$ cat config.mk
export PLATFORM = sky130hd
export DESIGN_NAME = i2c_adc_register_block_top_flat
export DESIGN_NICKNAME = d
export VERILOG_FILES = /design/src/hdl/iarb_pkg.sv /design/src/hdl/iarb_stream_if.sv /design/src/hdl/i2c_adc_register_block_top.sv /design/src/flat_wrapper.sv
export SDC_FILE = /design/constraint.sdc
export NUM_CORES = 1
export LEC_CHECK = 0
export BUFFER_PORTS_ARGS = -buffer_cell sky130_fd_sc_hd__buf_2
export CAP_MARGIN = 30
export CORE_MARGIN = 2
export CORE_UTILIZATION = 35
export CTS_BUF_LIST = sky130_fd_sc_hd__clkbuf_16
export DETAILED_ROUTE_END_ITERATION = 8
export GPL_TIMING_DRIVEN = 0
export SLEW_MARGIN = 30
export SYNTH_ARGS = -nofsm -noshare
export SYNTH_HDL_FRONTEND = slang
export SYNTH_SLANG_ARGS = --single-unit
$ cat constraint.sdc
create_clock -name clk -period 8.05 [get_ports clk]
set_input_delay 1.2075 -clock clk [delete_from_list [all_inputs] [get_ports clk]]
set_output_delay 1.2075 -clock clk [all_outputs]
set_load 0.03 [all_outputs]
$ cat src/hdl/iarb_pkg.sv
// ----------------------------------------------------------------------------
// iarb_pkg
// Shared types, codes and lookup tables of the ADC register block.
// ----------------------------------------------------------------------------
package iarb_pkg;

  localparam int AinW = 23;
  localparam int CntW = 17;

  // bus item codes
  localparam logic [1:0] OP_START = 2'd0;
  localparam logic [1:0] OP_WRITE = 2'd1;
  localparam logic [1:0] OP_READ  = 2'd2;
  localparam logic [1:0] OP_TICK  = 2'd3;

  // register pointer codes
  localparam logic [1:0] PTR_CONV = 2'd0;
  localparam logic [1:0] PTR_CFG  = 2'd1;
  localparam logic [1:0] PTR_LO   = 2'd2;
  localparam logic [1:0] PTR_HI   = 2'd3;

  localparam logic [15:0] CFG_RESET = 16'h8583;
  localparam logic [15:0] LO_RESET  = 16'h8000;
  localparam logic [15:0] HI_RESET  = 16'h7FFF;

  localparam logic [CntW-1:0] PERIOD_MIN = CntW'(200);

  // input pair per mux code; a negative index of 4 means ground
  localparam logic [1:0] PAIR_POS [8] = '{2'd0, 2'd0, 2'd1, 2'd2, 2'd0, 2'd1, 2'd2, 2'd3};
  localparam logic [2:0] PAIR_NEG [8] = '{3'd1, 3'd3, 3'd3, 3'd3, 3'd4, 3'd4, 3'd4, 3'd4};
  localparam logic [2:0] GND_SEL = 3'd4;

  typedef struct packed {
    logic [1:0]      operation;
    logic [7:0]      write_byte;
    logic [AinW-1:0] ain0_microvolts;
    logic [AinW-1:0] ain1_microvolts;
    logic [AinW-1:0] ain2_microvolts;
    logic [AinW-1:0] ain3_microvolts;
  } in_word_t;

  typedef struct packed {
    logic [7:0]         read_byte;
    logic               conversion_done;
    logic               busy_res;
    logic signed [15:0] new_code;
  } out_word_t;

  // full scale in microvolts from the gain field
  function automatic logic [AinW-1:0] full_scale(input logic [2:0] sel);
    logic [AinW-1:0] fs;
    case (sel)
      3'd0:    fs = AinW'(6144000);
      3'd1:    fs = AinW'(4096000);
      3'd2:    fs = AinW'(2048000);
      3'd3:    fs = AinW'(1024000);
      3'd4:    fs = AinW'(512000);
      default: fs = AinW'(256000);
    endcase
    return fs;
  endfunction

  // sample period in microseconds from the rate field (1e6 / rate, truncated)
  function automatic logic [CntW-1:0] period_us(input logic [2:0] rate);
    logic [CntW-1:0] p;
    case (rate)
      3'd0:    p = CntW'(125000);
      3'd1:    p = CntW'(62500);
      3'd2:    p = CntW'(31250);
      3'd3:    p = CntW'(15625);
      3'd4:    p = CntW'(7812);
      3'd5:    p = CntW'(4000);
      3'd6:    p = CntW'(2105);
      default: p = CntW'(1162);
    endcase
    return p;
  endfunction

endpackage

$ cat src/hdl/iarb_stream_if.sv
// ----------------------------------------------------------------------------
// iarb_stream_if
// Valid/ready channel carrying one word per handshake.
// ----------------------------------------------------------------------------
interface iarb_stream_if #(parameter type word_t = logic);
  logic  valid;
  logic  ready;
  word_t data;

  modport source (output valid, output data, input ready);
  modport sink   (input valid, input data, output ready);
endinterface

$ cat src/hdl/i2c_adc_register_block_top.sv
// ----------------------------------------------------------------------------
// i2c_adc_register_block_top
// Register file and conversion engine of a four-input 16-bit ADC.
// ----------------------------------------------------------------------------
// Every input word yields exactly one output word. Bus start, write, read and
// ticks that do not end a conversion are handled in the idle state and their word is
// registered on the output the next cycle. A tick that ends a conversion
// runs through the conversion states before its output word: one shared 41-bit
// add/subtract unit forms the pair difference, magnitude, clamp and scaled
// numerator in five steps, then runs a 16-step restoring divide by twice the
// full scale. in_s.ready is low while that runs and while an unread output
// word is held. No clearing pass after reset.
module i2c_adc_register_block_top (
  input  logic       clk,
  input  logic       rst_n,
  iarb_stream_if.sink   in_s,
  iarb_stream_if.source out_m
);

  typedef enum logic [2:0] {
    S_IDLE, S_DIFF, S_ABS, S_CLAMP, S_MUL1, S_MUL2, S_DIV, S_FIN
  } state_t;

  localparam int AccW = 41;
  localparam int AinW = iarb_pkg::AinW;
  localparam int CntW = iarb_pkg::CntW;

  state_t               state_r, state_nxt;
  logic                 out_valid_r, out_valid_nxt;
  iarb_pkg::out_word_t  out_data_r, out_data_nxt;

  logic [1:0]           pointer_r, pointer_nxt;
  logic                 ptr_rcvd_r, ptr_rcvd_nxt;
  logic                 byte_cnt_r, byte_cnt_nxt;
  logic [7:0]           first_byte_r, first_byte_nxt;
  logic                 read_half_r, read_half_nxt;
  logic [15:0]          conv_r, conv_nxt;
  logic [15:0]          config_r, config_nxt;
  logic [15:0]          lo_thr_r, lo_thr_nxt;
  logic [15:0]          hi_thr_r, hi_thr_nxt;
  logic                 converting_r, converting_nxt;
  logic [CntW-1:0]      countdown_r, countdown_nxt;

  // conversion datapath
  logic [AinW-1:0]      vpos_r, vpos_nxt;
  logic [AinW-1:0]      vneg_r, vneg_nxt;
  logic [AinW-1:0]      fs_r, fs_nxt;
  logic                 neg_r, neg_nxt;
  logic [AccW-1:0]      acc_r, acc_nxt;
  logic [AccW-2:0]      dsh_r, dsh_nxt;
  logic [15:0]          q_r, q_nxt;
  logic [3:0]           cnt_r, cnt_nxt;

  // shared add/subtract unit
  logic [AccW-1:0]      alu_a, alu_b, alu_y;
  logic                 alu_sub;

  logic                 in_fire;
  logic [AinW-1:0]      ain [4];
  logic [15:0]          wr_value;
  logic [15:0]          rd_reg;
  logic [CntW-1:0]      per;
  logic [2:0]           mux_sel;
  logic [2:0]           neg_sel;
  logic [15:0]          code;
  logic [15:0]          cfg_done;

  assign in_s.ready  = (state_r == S_IDLE) && (!out_valid_r || out_m.ready);
  assign in_fire     = in_s.valid && in_s.ready;
  assign out_m.valid = out_valid_r;
  assign out_m.data  = out_data_r;

  assign ain[0] = in_s.data.ain0_microvolts;
  assign ain[1] = in_s.data.ain1_microvolts;
  assign ain[2] = in_s.data.ain2_microvolts;
  assign ain[3] = in_s.data.ain3_microvolts;

  assign wr_value = {first_byte_r, in_s.data.write_byte};
  assign mux_sel  = config_r[14:12];
  assign neg_sel  = iarb_pkg::PAIR_NEG[mux_sel];
  assign code     = neg_r ? (16'd0 - q_r) : q_r;
  assign cfg_done = config_r | 16'h8000;

  always_comb begin
    case (pointer_r)
      iarb_pkg::PTR_CONV: rd_reg = conv_r;
      iarb_pkg::PTR_CFG:  rd_reg = config_r;
      iarb_pkg::PTR_LO:   rd_reg = lo_thr_r;
      default:            rd_reg = hi_thr_r;
    endcase
  end

  // operand select for the shared unit
  always_comb begin
    alu_a   = acc_r;
    alu_b   = '0;
    alu_sub = 1'b1;
    case (state_r)
      S_DIFF: begin
        alu_a = AccW'(vpos_r);
        alu_b = AccW'(vneg_r);
      end
      S_ABS: begin
        alu_a = '0;
        alu_b = acc_r;
      end
      S_CLAMP: begin
        alu_a = AccW'(fs_r);
        alu_b = acc_r;
      end
      S_MUL1: begin
        // x * 65534 = (x << 16) - (x << 1)
        alu_a = {acc_r[AccW-17:0], 16'd0};
        alu_b = {acc_r[AccW-2:0], 1'b0};
      end
      S_MUL2: begin
        alu_b   = AccW'(fs_r);
        alu_sub = 1'b0;
      end
      S_DIV: begin
        alu_b = AccW'(dsh_r);
      end
      default: begin
        alu_b = '0;
      end
    endcase
  end

  assign alu_y = alu_a + (alu_sub ? ~alu_b : alu_b) + AccW'(alu_sub);

  always_comb begin
    state_nxt      = state_r;
    out_valid_nxt  = out_valid_r && !out_m.ready;
    out_data_nxt   = out_data_r;
    pointer_nxt    = pointer_r;
    ptr_rcvd_nxt   = ptr_rcvd_r;
    byte_cnt_nxt   = byte_cnt_r;
    first_byte_nxt = first_byte_r;
    read_half_nxt  = read_half_r;
    conv_nxt       = conv_r;
    config_nxt     = config_r;
    lo_thr_nxt     = lo_thr_r;
    hi_thr_nxt     = hi_thr_r;
    converting_nxt = converting_r;
    countdown_nxt  = countdown_r;
    vpos_nxt       = vpos_r;
    vneg_nxt       = vneg_r;
    fs_nxt         = fs_r;
    neg_nxt        = neg_r;
    acc_nxt        = acc_r;
    dsh_nxt        = dsh_r;
    q_nxt          = q_r;
    cnt_nxt        = cnt_r;
    per            = '0;

    case (state_r)
      S_IDLE: begin
        if (in_fire) begin
          out_data_nxt = '0;
          case (in_s.data.operation)
            iarb_pkg::OP_START: begin
              read_half_nxt = 1'b0;
              ptr_rcvd_nxt  = 1'b0;
              byte_cnt_nxt  = 1'b0;
            end
            iarb_pkg::OP_WRITE: begin
              if (!ptr_rcvd_r) begin
                pointer_nxt  = in_s.data.write_byte[1:0];
                ptr_rcvd_nxt = 1'b1;
                byte_cnt_nxt = 1'b0;
              end else if (!byte_cnt_r) begin
                first_byte_nxt = in_s.data.write_byte;
                byte_cnt_nxt   = 1'b1;
              end else begin
                byte_cnt_nxt = 1'b0;
                case (pointer_r)
                  iarb_pkg::PTR_CFG: begin
                    config_nxt = wr_value;
                    if (wr_value[15] && !converting_r) begin
                      converting_nxt = 1'b1;
                      config_nxt[15] = 1'b0;
                      per            = iarb_pkg::period_us(wr_value[7:5]);
                      countdown_nxt  = (per < iarb_pkg::PERIOD_MIN) ?
                                       iarb_pkg::PERIOD_MIN : per;
                    end
                  end
                  iarb_pkg::PTR_LO: lo_thr_nxt = wr_value;
                  iarb_pkg::PTR_HI: hi_thr_nxt = wr_value;
                  default: ;  // conversion register is read only
                endcase
              end
            end
            iarb_pkg::OP_READ: begin
              out_data_nxt.read_byte = read_half_r ? rd_reg[7:0] : rd_reg[15:8];
              read_half_nxt          = !read_half_r;
            end
            default: begin
              if (converting_r) begin
                if (countdown_r > CntW'(1)) begin
                  countdown_nxt = countdown_r - CntW'(1);
                end else begin
                  // expiry: latch the pair and full scale from this tick
                  vpos_nxt = ain[iarb_pkg::PAIR_POS[mux_sel]];
                  vneg_nxt = (neg_sel == iarb_pkg::GND_SEL) ? '0 : ain[neg_sel[1:0]];
                  fs_nxt   = iarb_pkg::full_scale(config_r[11:9]);
                  state_nxt = S_DIFF;
                end
              end
            end
          endcase
          if (state_nxt == S_IDLE) begin
            out_data_nxt.busy_res = converting_nxt;
            out_valid_nxt         = 1'b1;
          end
        end
      end
      S_DIFF: begin
        acc_nxt   = alu_y;
        state_nxt = S_ABS;
      end
      S_ABS: begin
        neg_nxt = acc_r[AccW-1];
        if (acc_r[AccW-1]) acc_nxt = alu_y;
        state_nxt = S_CLAMP;
      end
      S_CLAMP: begin
        // fs - |d| negative means |d| > fs
        if (alu_y[AccW-1]) acc_nxt = AccW'(fs_r);
        state_nxt = S_MUL1;
      end
      S_MUL1: begin
        acc_nxt   = alu_y;
        state_nxt = S_MUL2;
      end
      S_MUL2: begin
        acc_nxt   = alu_y;
        dsh_nxt   = (AccW-1)'(fs_r) << 16;  // (2 * fs) << 15
        q_nxt     = '0;
        cnt_nxt   = 4'd15;
        state_nxt = S_DIV;
      end
      S_DIV: begin
        if (!alu_y[AccW-1]) acc_nxt = alu_y;
        q_nxt   = {q_r[14:0], !alu_y[AccW-1]};
        dsh_nxt = dsh_r >> 1;
        cnt_nxt = cnt_r - 4'd1;
        if (cnt_r == 4'd0) state_nxt = S_FIN;
      end
      S_FIN: begin
        conv_nxt   = code;
        config_nxt = cfg_done;
        if (!cfg_done[8]) begin
          // continuous mode restarts at once
          converting_nxt = 1'b1;
          config_nxt[15] = 1'b0;
          countdown_nxt  = iarb_pkg::period_us(cfg_done[7:5]);
        end else begin
          converting_nxt = 1'b0;
          countdown_nxt  = '0;
        end
        out_data_nxt.read_byte       = 8'd0;
        out_data_nxt.conversion_done = 1'b1;
        out_data_nxt.busy_res        = !cfg_done[8];
        out_data_nxt.new_code        = code;
        out_valid_nxt                = 1'b1;
        state_nxt                    = S_IDLE;
      end
      default: state_nxt = S_IDLE;
    endcase
  end

  always_ff @(posedge clk) begin
    if (!rst_n) begin
      state_r      <= S_IDLE;
      out_valid_r  <= 1'b0;
      pointer_r    <= 2'd0;
      ptr_rcvd_r   <= 1'b0;
      byte_cnt_r   <= 1'b0;
      first_byte_r <= 8'd0;
      read_half_r  <= 1'b0;
      conv_r       <= 16'd0;
      config_r     <= iarb_pkg::CFG_RESET;
      lo_thr_r     <= iarb_pkg::LO_RESET;
      hi_thr_r     <= iarb_pkg::HI_RESET;
      converting_r <= 1'b0;
      countdown_r  <= '0;
      cnt_r        <= 4'd0;
    end else begin
      state_r      <= state_nxt;
      out_valid_r  <= out_valid_nxt;
      pointer_r    <= pointer_nxt;
      ptr_rcvd_r   <= ptr_rcvd_nxt;
      byte_cnt_r   <= byte_cnt_nxt;
      first_byte_r <= first_byte_nxt;
      read_half_r  <= read_half_nxt;
      conv_r       <= conv_nxt;
      config_r     <= config_nxt;
      lo_thr_r     <= lo_thr_nxt;
      hi_thr_r     <= hi_thr_nxt;
      converting_r <= converting_nxt;
      countdown_r  <= countdown_nxt;
      cnt_r        <= cnt_nxt;
    end
    out_data_r <= out_data_nxt;
    vpos_r     <= vpos_nxt;
    vneg_r     <= vneg_nxt;
    fs_r       <= fs_nxt;
    neg_r      <= neg_nxt;
    acc_r      <= acc_nxt;
    dsh_r      <= dsh_nxt;
    q_r        <= q_nxt;
  end

endmodule

$ cat src/flat_wrapper.sv
// flat-port wrapper written by rule: the top's interface ports become plain ports
module i2c_adc_register_block_top_flat 
  (clk, rst_n, in_s_valid, in_s_data, in_s_ready, out_m_valid, out_m_data, out_m_ready);
  iarb_stream_if #(.word_t(iarb_pkg::in_word_t)) in_s_i ();
  iarb_stream_if #(.word_t(iarb_pkg::out_word_t)) out_m_i ();
  input  logic clk;
  input  logic rst_n;
  input wire logic [$bits(in_s_i.valid)-1:0] in_s_valid;
  input wire logic [$bits(in_s_i.data)-1:0] in_s_data;
  output wire logic [$bits(in_s_i.ready)-1:0] in_s_ready;
  output wire logic [$bits(out_m_i.valid)-1:0] out_m_valid;
  output wire logic [$bits(out_m_i.data)-1:0] out_m_data;
  input wire logic [$bits(out_m_i.ready)-1:0] out_m_ready;
  assign in_s_i.valid = in_s_valid;
  assign in_s_i.data = in_s_data;
  assign in_s_ready = in_s_i.ready;
  assign out_m_valid = out_m_i.valid;
  assign out_m_data = out_m_i.data;
  assign out_m_i.ready = out_m_ready;
  i2c_adc_register_block_top u_core (.clk(clk), .rst_n(rst_n), .in_s(in_s_i), .out_m(out_m_i));
endmodule
==> results of run 1 <==
stage by stage:
step	area, um^2	hold slack (ns)	setup slack [ns]	instances
3_5_place_dp	19100	0.4425	1.630	2752
3_3_place_gp	18950	0.4318	-0.1442	2746
5_1_grt	20300	0.4745	1.172	2816
2_1_floorplan	17470	0.4244	2.029	1953
4_1_cts	20300	0.4585	1.586	2816
6_report	20300	0.4627	1.402	2816
worst max path at each step:
| stage | start | to | slack, ns | depth (start not counted) |
|---|---|---|---|---|
| after floorplan | u_core.state_r[1] | u_core.acc_r[0] | 2.03 | 17 |
| after global placement | u_core.state_r[1] | u_core.acc_r[4] | -0.14 | 17 |
| after detailed placement | u_core.state_r[1] | u_core.acc_r[4] | 1.63 | 19 |
| after CTS | u_core.state_r[1] | u_core.acc_r[12] | 1.59 | 19 |
| after global routing | u_core.state_r[1] | u_core.acc_r[12] | 1.17 | 19 |
| final | u_core.state_r[1] | u_core.acc_r[8] | 1.40 | 19 |
final cells by class:
cell class / instances / area (um^2) / share of cell area (%)
plain buffers: 143 / 561.8 / 2.767
clock inverters: 27 / 280.3 / 1.380
multi-input cells: 1484 / 9289 / 45.75
well taps: 664 / 830.8 / 4.092
clock buffers: 37 / 925.9 / 4.560
inverters: 42 / 157.7 / 0.7764
repair buffers: 135 / 762.0 / 3.753
flip-flops and latches: 284 / 7497 / 36.92
cells in the mapped netlist, drive strengths merged (6+ instances only):
cell,instances,area [um^2]
nand2,302,1134
a21oi,210,1055
edfxtp,181,5435
nor2,172,648.1
o21ai,115,579.3
clkbuf,112,421.7
dfxtp,103,2062
mux2i,80,800.8
and2,47,294.0
o22a,46,402.9
ha,43,538.0
inv,40,150.1
nand3,40,212.7
xor2,40,350.3
o22ai,32,200.2
buf,31,140.1
nor3,30,160.2
a22o,28,245.2
xnor2,25,219.0
a211oi,24,180.2
a21o,23,173.9
mux4,17,382.9
nor2b,16,100.1
nand2b,15,93.84
a31oi,14,87.58
a221o,12,120.1
nor4,12,75.07
a221oi,11,102.6
o21a,10,75.07
o221ai,9,78.83
and3,8,50.05
a21boi,7,52.55
a22oi,7,52.55
mux2,7,78.82
or2,7,43.80
nand4,6,37.54
power by group:
group          switching, uW  leakage [uW]  internal, uW
registers               2.76       0.00239          1540
clock network            663      0.000601           974
logic                   92.0       0.00443          55.7
cells by family (layout without fill, tap and decap cells):
logic type | count (synthesis) | count (layout) | synth area share [%]
AND/OR/NAND/NOR | 680 | 680 | 17.55
AO/OA/AOI/OAI | 591 | 591 | 21.75
flip-flops | 284 | 284 | 42.91
buffers and inverters | 185 | 384 | 4.118
multiplexers | 104 | 104 | 7.226
XOR/XNOR | 65 | 65 | 3.258
adder cells (fa/ha/maj) | 44 | 44 | 3.194
flip-flops by register name, indices dropped and copies added (netlist names), 17 cells and up:
register and count:
u_core.acc_r 41, u_core.countdown_r 17, u_core.dsh_r 39, u_core.out_m.data 26, u_core.vneg_r 23, u_core.vpos_r 23
worst max-delay path, cell delays in order (launching register included):
cell,delay (ns)
dfxtp_1,0.36
buf_2,0.22
buf_1,0.46
buf_1,0.49
clkbuf_1,0.56
buf_1,0.62
o221ai_1,0.20
nand2_1,0.14
ha_1,0.14
clkbuf_1,0.37
nand3_4,0.14
nor4b_4,0.25
nand3_1,0.12
a311o_1,0.41
a211o_1,0.40
and3b_4,0.21
o21ba_1,0.21
nor3_4,0.58
buf_6,0.25
buf_8,0.17
per-layer routing:
layer  global-route usage [%]  vias to the layer above  share of wire, %
met2                    36.58                      761                46
met1                    31.95                     7761                44
met3                    2.917                      121               7.4
met5                        0                        -                 0
li1                         -                     7496                 -
met4                    7.801                        0               3.0
==> run summary, run 1 <==
Outcome = completed
Setup TNS Final = 0 ns
DRC violation count after routing = 0
Worst hold stages = 0
R2R Path End = u_core.acc_r[8]
Fillers = 4886
Die W = 227.4 um
DR vias/cell = 5.731
RSZ-0062 raised after global routing = no
Critical Path RT = 8.30 ns
Gpl congestion = 0.9280
Sequential share of the synthesized area = 42.91%
Fin. Hold Viols = 0
Post-CTS Setup Inserts = 0
CP Class = reg -> reg
Leak = 0.007420 uW
Drt initial violations = 1571
Fmax = 150.4 MHz
Worst Tran Pin Value = 0.9610 ns
Async set-reset flop share out of synthesis = 0%
Post-synthesis area per instance = 8.946 um^2
Max Fanout on Critical Path = 11
Dominant synthesized flop cell = edfxtp_1
CP Launch Type = flop
Yosys warnings = 0
Die Height = 227.4 um
Syn Inst Count = 1953
H-tree lvl count = 2
Nets@finish = 2275
Commonest cells after routing, fill and taps aside = nand2_1 (301), a21oi_1 (209), edfxtp_1 (181)
Worst-Skew Late Latency = 0.57 ns
Worst Hold Class = reg -> reg
Final setup fails = 0
Slew Limit Fails = 0
Root Buffer Master = clkbuf_16
Syn Nets = 2103
Resized cells post-CTS = 0
Grt ovf = 0
RR Startpoint = u_core.state_r[1]
Initial antenna violation count = 0
GRT Total Usage = 22.89%
Number of global-route vias before repair = 15230
Final HPWL DP = 45.04 mm
# port buffers = 129
Crit. End Element = flop
Routed length per instance = 21.33 um
Power consumption = 3333 uW
Fin crit share = 82.59%
Layout cells sized above 1 = 11.76%
Largest net degree at the start of global routing = 40
Post-synthesis cell type count = 88
Pre-antenna DRT Iters = 5
Reg clk slew, reported paths = 0.06 ns
CTS tree = yes
Reg2Reg Depth = 19
Number of max-cap violations = 0
Post-CTS Hold Fix Bufs = 0
Total CTS buffers = 35
Commonest non-fill, non-tap cell in the layout = nand2_1
DIE AREA = 0.05172 mm^2
Io pins = 134
Hold path startpoint = u_core.acc_r[40]
Row cnt = 81
Critical Path AT = 6.90 ns
Sink Count = 284
Core Area = 0.04915 mm^2
Post-synth EDFFs = 181
First-pass GRT wire length = 90.56 mm
Min-Delay Endpoint = u_core.neg_r
Antenna viol nets, final = 0
Power Density = 164.1 mW/mm^2
Fin crit period = 6.648 ns
Flop2flop setup slack = 1.40 ns
Initial Utilization = 35.55%
WL final = 60.05 mm
Final Skew = 0.02920 ns
Netlist Area Pre-Place = 0.01747 mm^2
Vias = 16140
Diodes inserted = 0
Clock tree buffer depth = 3
Area growth syn-to-layout = 16.21%
Max_slew headroom = 35.48%
Seq cells post-synth = 284
Max VDD drop = 0.0001057 V
Post-Route Utilization = 41.31%
Power figures use the tool's default switching activity.
==> run 2: changes to the inputs <==
==> constraint.sdc (replaced) <==
create_clock -name clk -period 6.85 [get_ports clk]
set_input_delay 1.0275 -clock clk [delete_from_list [all_inputs] [get_ports clk]]
set_output_delay 1.0275 -clock clk [all_outputs]
set_load 0.03 [all_outputs]
==> run 2 against run 1 <==
Effect of this change: via count down 0.41%; total power up 18%; critical path depth unchanged; die area unchanged; routed wire length about the same; non-clock buffer count unchanged; sequential share of layout area about the same; clock skew about the same; worst hold slack worse by 0.0026 ns; count of clock-buffer cells in the layout unchanged; sequential power up 17%; largest cell class unchanged; highest routed layer unchanged.
==> run summary, run 2 (same netlist as run 1, synthesis figures left out) <==
Crit. End Element = flop
Total CTS buffers = 35 (unchanged)
Post-CTS Setup Inserts = 0 (unchanged)
Critical Path RT = 7.10 ns (-1.20 ns)
Outcome = completed
H-tree lvl count = 2 (unchanged)
Die Height = 227.4 um (unchanged)
Fin crit period = 6.423 ns (-0.2256 ns)
Final Skew = 0.02944 ns (+0.0002396 ns)
WL final = 60.02 mm (about the same)
Number of max-cap violations = 0 (unchanged)
Initial antenna violation count = 0 (unchanged)
Area growth syn-to-layout = 16.23% (about the same)
Nets@finish = 2275 (unchanged)
Drt initial violations = 1555 (-1.0%)
Fmax = 155.7 MHz (+3.5%)
Post-Route Utilization = 41.31% (about the same)
# port buffers = 129 (unchanged)
CP bufs+invs = 8 (unchanged)
RSZ-0062 raised after global routing = no
Fin. Hold Viols = 0 (unchanged)
Grt ovf = 0 (unchanged)
R2R Path End = u_core.acc_r[8]
Max FFs per register = 41 (unchanged)
First-pass GRT wire length = 90.56 mm (unchanged)
Flop2flop setup slack = 0.43 ns (-0.97 ns)
Worst-Skew Late Latency = 0.57 ns (about the same)
DR vias/cell = 5.708 (-0.41%)
Commonest non-fill, non-tap cell in the layout = nand2_1
Max Fanout on Critical Path = 11 (unchanged)
Largest Register = u_core.acc_r
Reg clk slew, reported paths = 0.06 ns (about the same)
Max VDD drop = 0.0001242 V (+18%)
Layout cells sized above 1 = 11.85% (+0.093 points)
Reg2Reg Depth = 19 (unchanged)
Area after DPL = 0.01910 mm^2 (unchanged)
Die W = 227.4 um (unchanged)
Routed length per instance = 21.31 um (about the same)
Worst hold stages = 2 (+2)
Crit path cell chain = buf_2 -> buf_1 -> buf_1 -> clkbuf_1 -> clkbuf_2 -> o221ai_1 -> nand2_1 -> ha_1 -> clkbuf_1 -> nand3_4 -> nor4b_4 -> nand3_1 -> a311o_1 -> a211o_1 -> and3b_4 -> o21ba_1 -> nor3_4 -> buf_6 -> buf_8
GRT Total Usage = 22.89% (unchanged)
Power consumption = 3917 uW (+18%)
Largest net degree at the start of global routing = 40 (unchanged)
Resized cells post-CTS = 0 (unchanged)
Crit-path leading delay family = buffers and inverters
Critical Path AT = 6.67 ns (-0.23 ns)
Initial Utilization = 35.55% (unchanged)
Min-Delay Endpoint = u_core.hi_thr_r[6]
Worst Tran Pin Value = 0.9941 ns (+0.03318 ns)
Sink Count = 284 (unchanged)
RR Startpoint = u_core.state_r[1]
Slew Limit Fails = 0 (unchanged)
Max stage delay cell, worst path = nor3_4
Final setup fails = 0 (unchanged)
CP Class = reg -> reg
Antenna viol nets, final = 0 (unchanged)
Final HPWL DP = 45.04 mm (unchanged)
DIE AREA = 0.05172 mm^2 (unchanged)
Fin area = 0.02031 mm^2 (about the same)
Row cnt = 81 (unchanged)
Gpl congestion = 0.9280 (unchanged)
CTS tree = yes
Worst Setup SP = u_core.state_r[1]
Number of global-route vias before repair = 15230 (unchanged)
Diodes inserted = 0 (unchanged)
Io pins = 134 (unchanged)
Pre-antenna DRT Iters = 5 (unchanged)
Hold path startpoint = u_core.hi_thr_r[6]
Core Area = 0.04915 mm^2 (unchanged)
Leak = 0.007427 uW (about the same)
CP Launch Type = flop
Crit path largest cell delay = 0.58 ns (-0.04 ns)
DRC violation count after routing = 0 (unchanged)
Fin crit share = 93.76% (+11 points)
Max_slew headroom = 33.25% (-2.2 points)
Power Density = 192.9 mW/mm^2 (+18%)
Commonest cells after routing, fill and taps aside = nand2_1 (301), a21oi_1 (209), edfxtp_1 (181)
Clock tree buffer depth = 3 (unchanged)
Vias = 16070 (-0.41%)
Worst Hold Class = reg -> reg
Root Buffer Master = clkbuf_16
Post-CTS Hold Fix Bufs = 0 (unchanged)
run 2: how the worst max path moves through the flow:
stage	cells after the start	slack, ns	to
after floorplan	17	0.83	u_core.acc_r[0]
after global placement	17	-1.34	u_core.acc_r[4]
after detailed placement	19	0.43	u_core.acc_r[4]
after CTS	19	0.39	u_core.acc_r[12]
after global routing	19	0.20	u_core.acc_r[12]
final	19	0.43	u_core.acc_r[8]
run 2: report_power, final:
part | internal (uW) | total [uW] | switching, uW
Clock | 1140 | 1920 | 780
Sequential | 1820 | 1820 | 3.23
Combinational | 65.4 | 173 | 108
run 2: metal layers:
layer	part of all wire, %	wire, um	vias up	global-route usage [%]
li1	-	-	7490	-
met1	44	26710	7728	31.95
met4	3.1	1882	0	7.801
met5	0	0	-	0
met2	46	27310	725	36.58
met3	6.9	4114	130	2.917
run 2: through the flow:
stage          hold WS [ns]  setup slack (ns)  TNS (ns)  cells
3_5_place_dp         0.4425            0.4296         0   2752
5_1_grt              0.4745            0.2039         0   2816
4_1_cts              0.4585            0.3862         0   2816
2_1_floorplan        0.4244            0.8295         0   1953
3_3_place_gp         0.4318            -1.344    -53.59   2746
6_report             0.4601            0.4272         0   2816
run 2: tightest hold or removal path, stage by stage, from the launching register on:
cell and delay (ns):
dfxtp_1 0.32, nand2_1 0.05, nand3_1 0.06
run 2: cell type report:
| type | instances | area (um^2) |
|---|---|---|
| well taps | 664 | 830.8 |
| clock inverters | 27 | 280.3 |
| repair buffers | 135 | 762.0 |
| plain buffers | 143 | 564.3 |
| fillers | 4885 | 28850 |
| flip-flops and latches | 284 | 7497 |
| multi-input cells | 1484 | 9289 |
| inverters | 42 | 157.7 |
| clock buffers | 37 | 925.9 |
==> run 3: changes to the inputs <==
--- a/config.mk
+++ b/config.mk
@@ -8,10 +8,11 @@
 export BUFFER_PORTS_ARGS = -buffer_cell sky130_fd_sc_hd__buf_2
 export CAP_MARGIN = 30
 export CORE_MARGIN = 2
-export CORE_UTILIZATION = 35
+export CORE_UTILIZATION = 50
 export CTS_BUF_LIST = sky130_fd_sc_hd__clkbuf_16
 export DETAILED_ROUTE_END_ITERATION = 8
 export GPL_TIMING_DRIVEN = 0
+export PLACE_DENSITY = 0.68
 export SLEW_MARGIN = 30
 export SYNTH_ARGS = -nofsm -noshare
 export SYNTH_HDL_FRONTEND = slang
==> run 3 against run 2 <==
Effect of this change: count of clock-buffer cells in the layout is 3 lower; critical path type unchanged; worst setup slack got worse by 0.016 ns; cell count decreased by 7.6%; clock skew grew 0.0055 ns; clock power decreased by 7%; register-to-register slack lost 0.02 ns.
==> run summary, run 3 (same netlist as run 1, synthesis figures left out) <==
Diodes inserted = 0 (unchanged)
Core Area = 0.03446 mm^2 (-30%)
Reg2Reg Depth = 19 (unchanged)
Number of max-cap violations = 0 (unchanged)
GRT Total Usage = 31.02% (+8.1 points)
Drt initial violations = 1918 (+23%)
Row cnt = 68 (-16%)
Final setup fails = 0 (unchanged)
Fin crit period = 6.439 ns (+0.01584 ns)
Number of global-route vias before repair = 15440 (+1.4%)
Fin cells = 2603 (-7.6%)
M2 GR Usage = 47.69% (+11 points)
CP Class = reg -> reg
RSZ-0062 raised after global routing = no
Initial antenna violation count = 0 (unchanged)
Leak = 0.007366 uW (-0.82%)
Pre-antenna DRT Iters = 8 (+3)
Routed length per instance = 21.89 um (+2.7%)
Post-CTS Hold Fix Bufs = 0 (unchanged)
Psw = 859.4 uW (-3.5%)
Worst Tran Pin Value = 0.8586 ns (-0.1356 ns)
Grt peak-use layer = met2
Register area = 0.007497 mm^2 (unchanged)
Area growth syn-to-layout = 14.04%
Gpl congestion = 0.9874 (+6.4%)
DRC violation count after routing = 0 (unchanged)
Io pins = 134 (unchanged)
Outcome = completed
Clock power share = 47.2% (-1.9 points)
Resized cells post-CTS = 0 (unchanged)
Initial Utilization = 50.70% (+15 points)
DIE AREA = 0.03645 mm^2 (-30%)
Power consumption = 3770 uW (-3.7%)
Reg clk slew, reported paths = 0.06 ns (about the same)
Grt ovf = 0 (unchanged)
Antenna viol nets, final = 0 (unchanged)
Max Fanout on Critical Path = 12 (+1)
Combinational Power Share = 4.6% (+0.2 points)
Commonest cells after routing, fill and taps aside = nand2_1 (301), a21oi_1 (209), edfxtp_1 (181)
Switch share = 22.79% (+0.045 points)
Power Density = 189.2 mW/mm^2 (-1.9%)
Fillers = 3091 (-37%)
Root Buffer Master = clkbuf_16
GR Layer Usage met1 = 44.58% (+13 points)
CTS tree = yes
GRT met3 Usage = 5.049% (+2.1 points)
H-tree lvl count = 2 (unchanged)
Largest net degree at the start of global routing = 48 (+20%)
First-pass GRT wire length = 87.59 mm (-3.3%)
Sequential fraction of design power = 48.2% (+1.8 points)
Pint = 2911 uW (-3.8%)
Layout cells sized above 1 = 11.50% (-0.35 points)
Fmax = 155.3 MHz (-0.25%)
Area after DPL = 0.01884 mm^2 (-1.4%)
Worst-Skew Late Latency = 0.54 ns (-0.03 ns)
DP Worst Slack = 0.5302 ns (+0.1006 ns)
Max VDD drop = 0.0001638 V (+32%)
Worst setup margin = 0.4114 ns (-0.01584 ns)
Fin. Hold Viols = 0 (unchanged)
Final Skew = 0.03494 ns (+0.005506 ns)
Die W = 190.9 um (-16%)
Vias = 16370 (+1.9%)
Placed Instances = 2543 (-7.6%)
Total CTS buffers = 34 (-2.9%)
Post-CTS Setup Inserts = 0 (unchanged)
Fin crit share = 93.99% (+0.23 points)
Nets@finish = 2274 (-0.044%)
Final HPWL DP = 42.45 mm (-5.8%)
Largest Register = u_core.acc_r
Max_slew headroom = 42.35% (+9.1 points)
Worst Hold Class = reg -> reg
Commonest non-fill, non-tap cell in the layout = nand2_1
Fin area = 0.01992 mm^2 (-1.9%)
DR vias/cell = 6.289 (+10%)
CP Launch Type = flop
Crit. End Element = flop
Slew Limit Fails = 0 (unchanged)
WL final = 56.98 mm (-5.1%)
Critical Path AT = 6.66 ns (about the same)
Die Height = 190.9 um (-16%)
Sink Count = 284 (unchanged)
# port buffers = 129 (unchanged)
Area of the multi-input gates = 0.009289 mm^2 (unchanged)
Clock tree buffer depth = 3 (unchanged)
Worst hold stages = 2 (unchanged)
Max FFs per register = 41 (unchanged)
Post-Route Utilization = 57.82% (+17 points)
Critical Path RT = 7.07 ns (-0.03 ns)
[run 3: cell types whose count changed in the layout (fill, tap and decap cells not counted)]
cell / change
buf_1: +2
bufinv_16: -1
clkbuf_16: -3
clkbuf_2: -2
clkinv_16: -1
clkinv_2: -2
clkinv_4: -1
clkinvlp_4: +1
inv_1: +2
inv_16: +1
[run 3: layout make-up]
class	count	share of cell area [%]
timing repair buffer	135	3.824
clock buffer	34	4.270
buffer	143	2.820
multi-input combinational	1484	46.62
inverter	42	0.7913
tap	455	2.857
sequential	284	37.63
clock inverter	26	1.187
[run 3: critical path, stage by stage, from the launching register on]
cell and delay [ns]:
dfxtp_1 0.36, buf_2 0.21, buf_1 0.45, buf_1 0.47, clkbuf_1 0.53, buf_1 0.58
o221ai_1 0.21, nand2_1 0.17, ha_1 0.15, clkbuf_1 0.34, nand3_4 0.13, nor4b_4 0.24
nand3_1 0.14, a311o_1 0.40, a211o_1 0.38, a21boi_1 0.25, nor3_1 0.14, nor3_4 0.54
buf_6 0.27, buf_8 0.17
[run 3: power groups by stage]
stage                     Combinational [uW]  Clock, uW  Sequential, uW
final                                    172       1780            1820
after global placement                   166          0            1860
after detailed placement                 168          0            1860
after floorplan                         74.5          0            1870
after CTS                                169       1800            1820
after global routing                     184       1860            1820
[run 3: metrics by stage]
stage	hold slack (ns)	TNS [ns]
global route	0.4791	0
CTS	0.4555	0
finish	0.4596	0
detailed placement	0.4471	0
global placement	0.4289	-43.53
floorplan	0.4244	0
[run 3: metal layers]
metal | vias up | share of wire (%)
li1 | 7486 | -
met1 | 7828 | 43
met2 | 926 | 44
met3 | 131 | 10
met4 | 0 | 3.1
met5 | - | 0
[run 3: worst paths after layout]
| kind | start | end | slack (ns) |
|---|---|---|---|
| max | u_core.state_r[1] | u_core.acc_r[10] | 0.41 |
| min | u_core.hi_thr_r[15] | u_core.hi_thr_r[15] | 0.46 |
| max reg2reg | u_core.state_r[1] | u_core.acc_r[10] | 0.41 |
| min reg2reg | u_core.hi_thr_r[15] | u_core.hi_thr_r[15] | 0.46 |
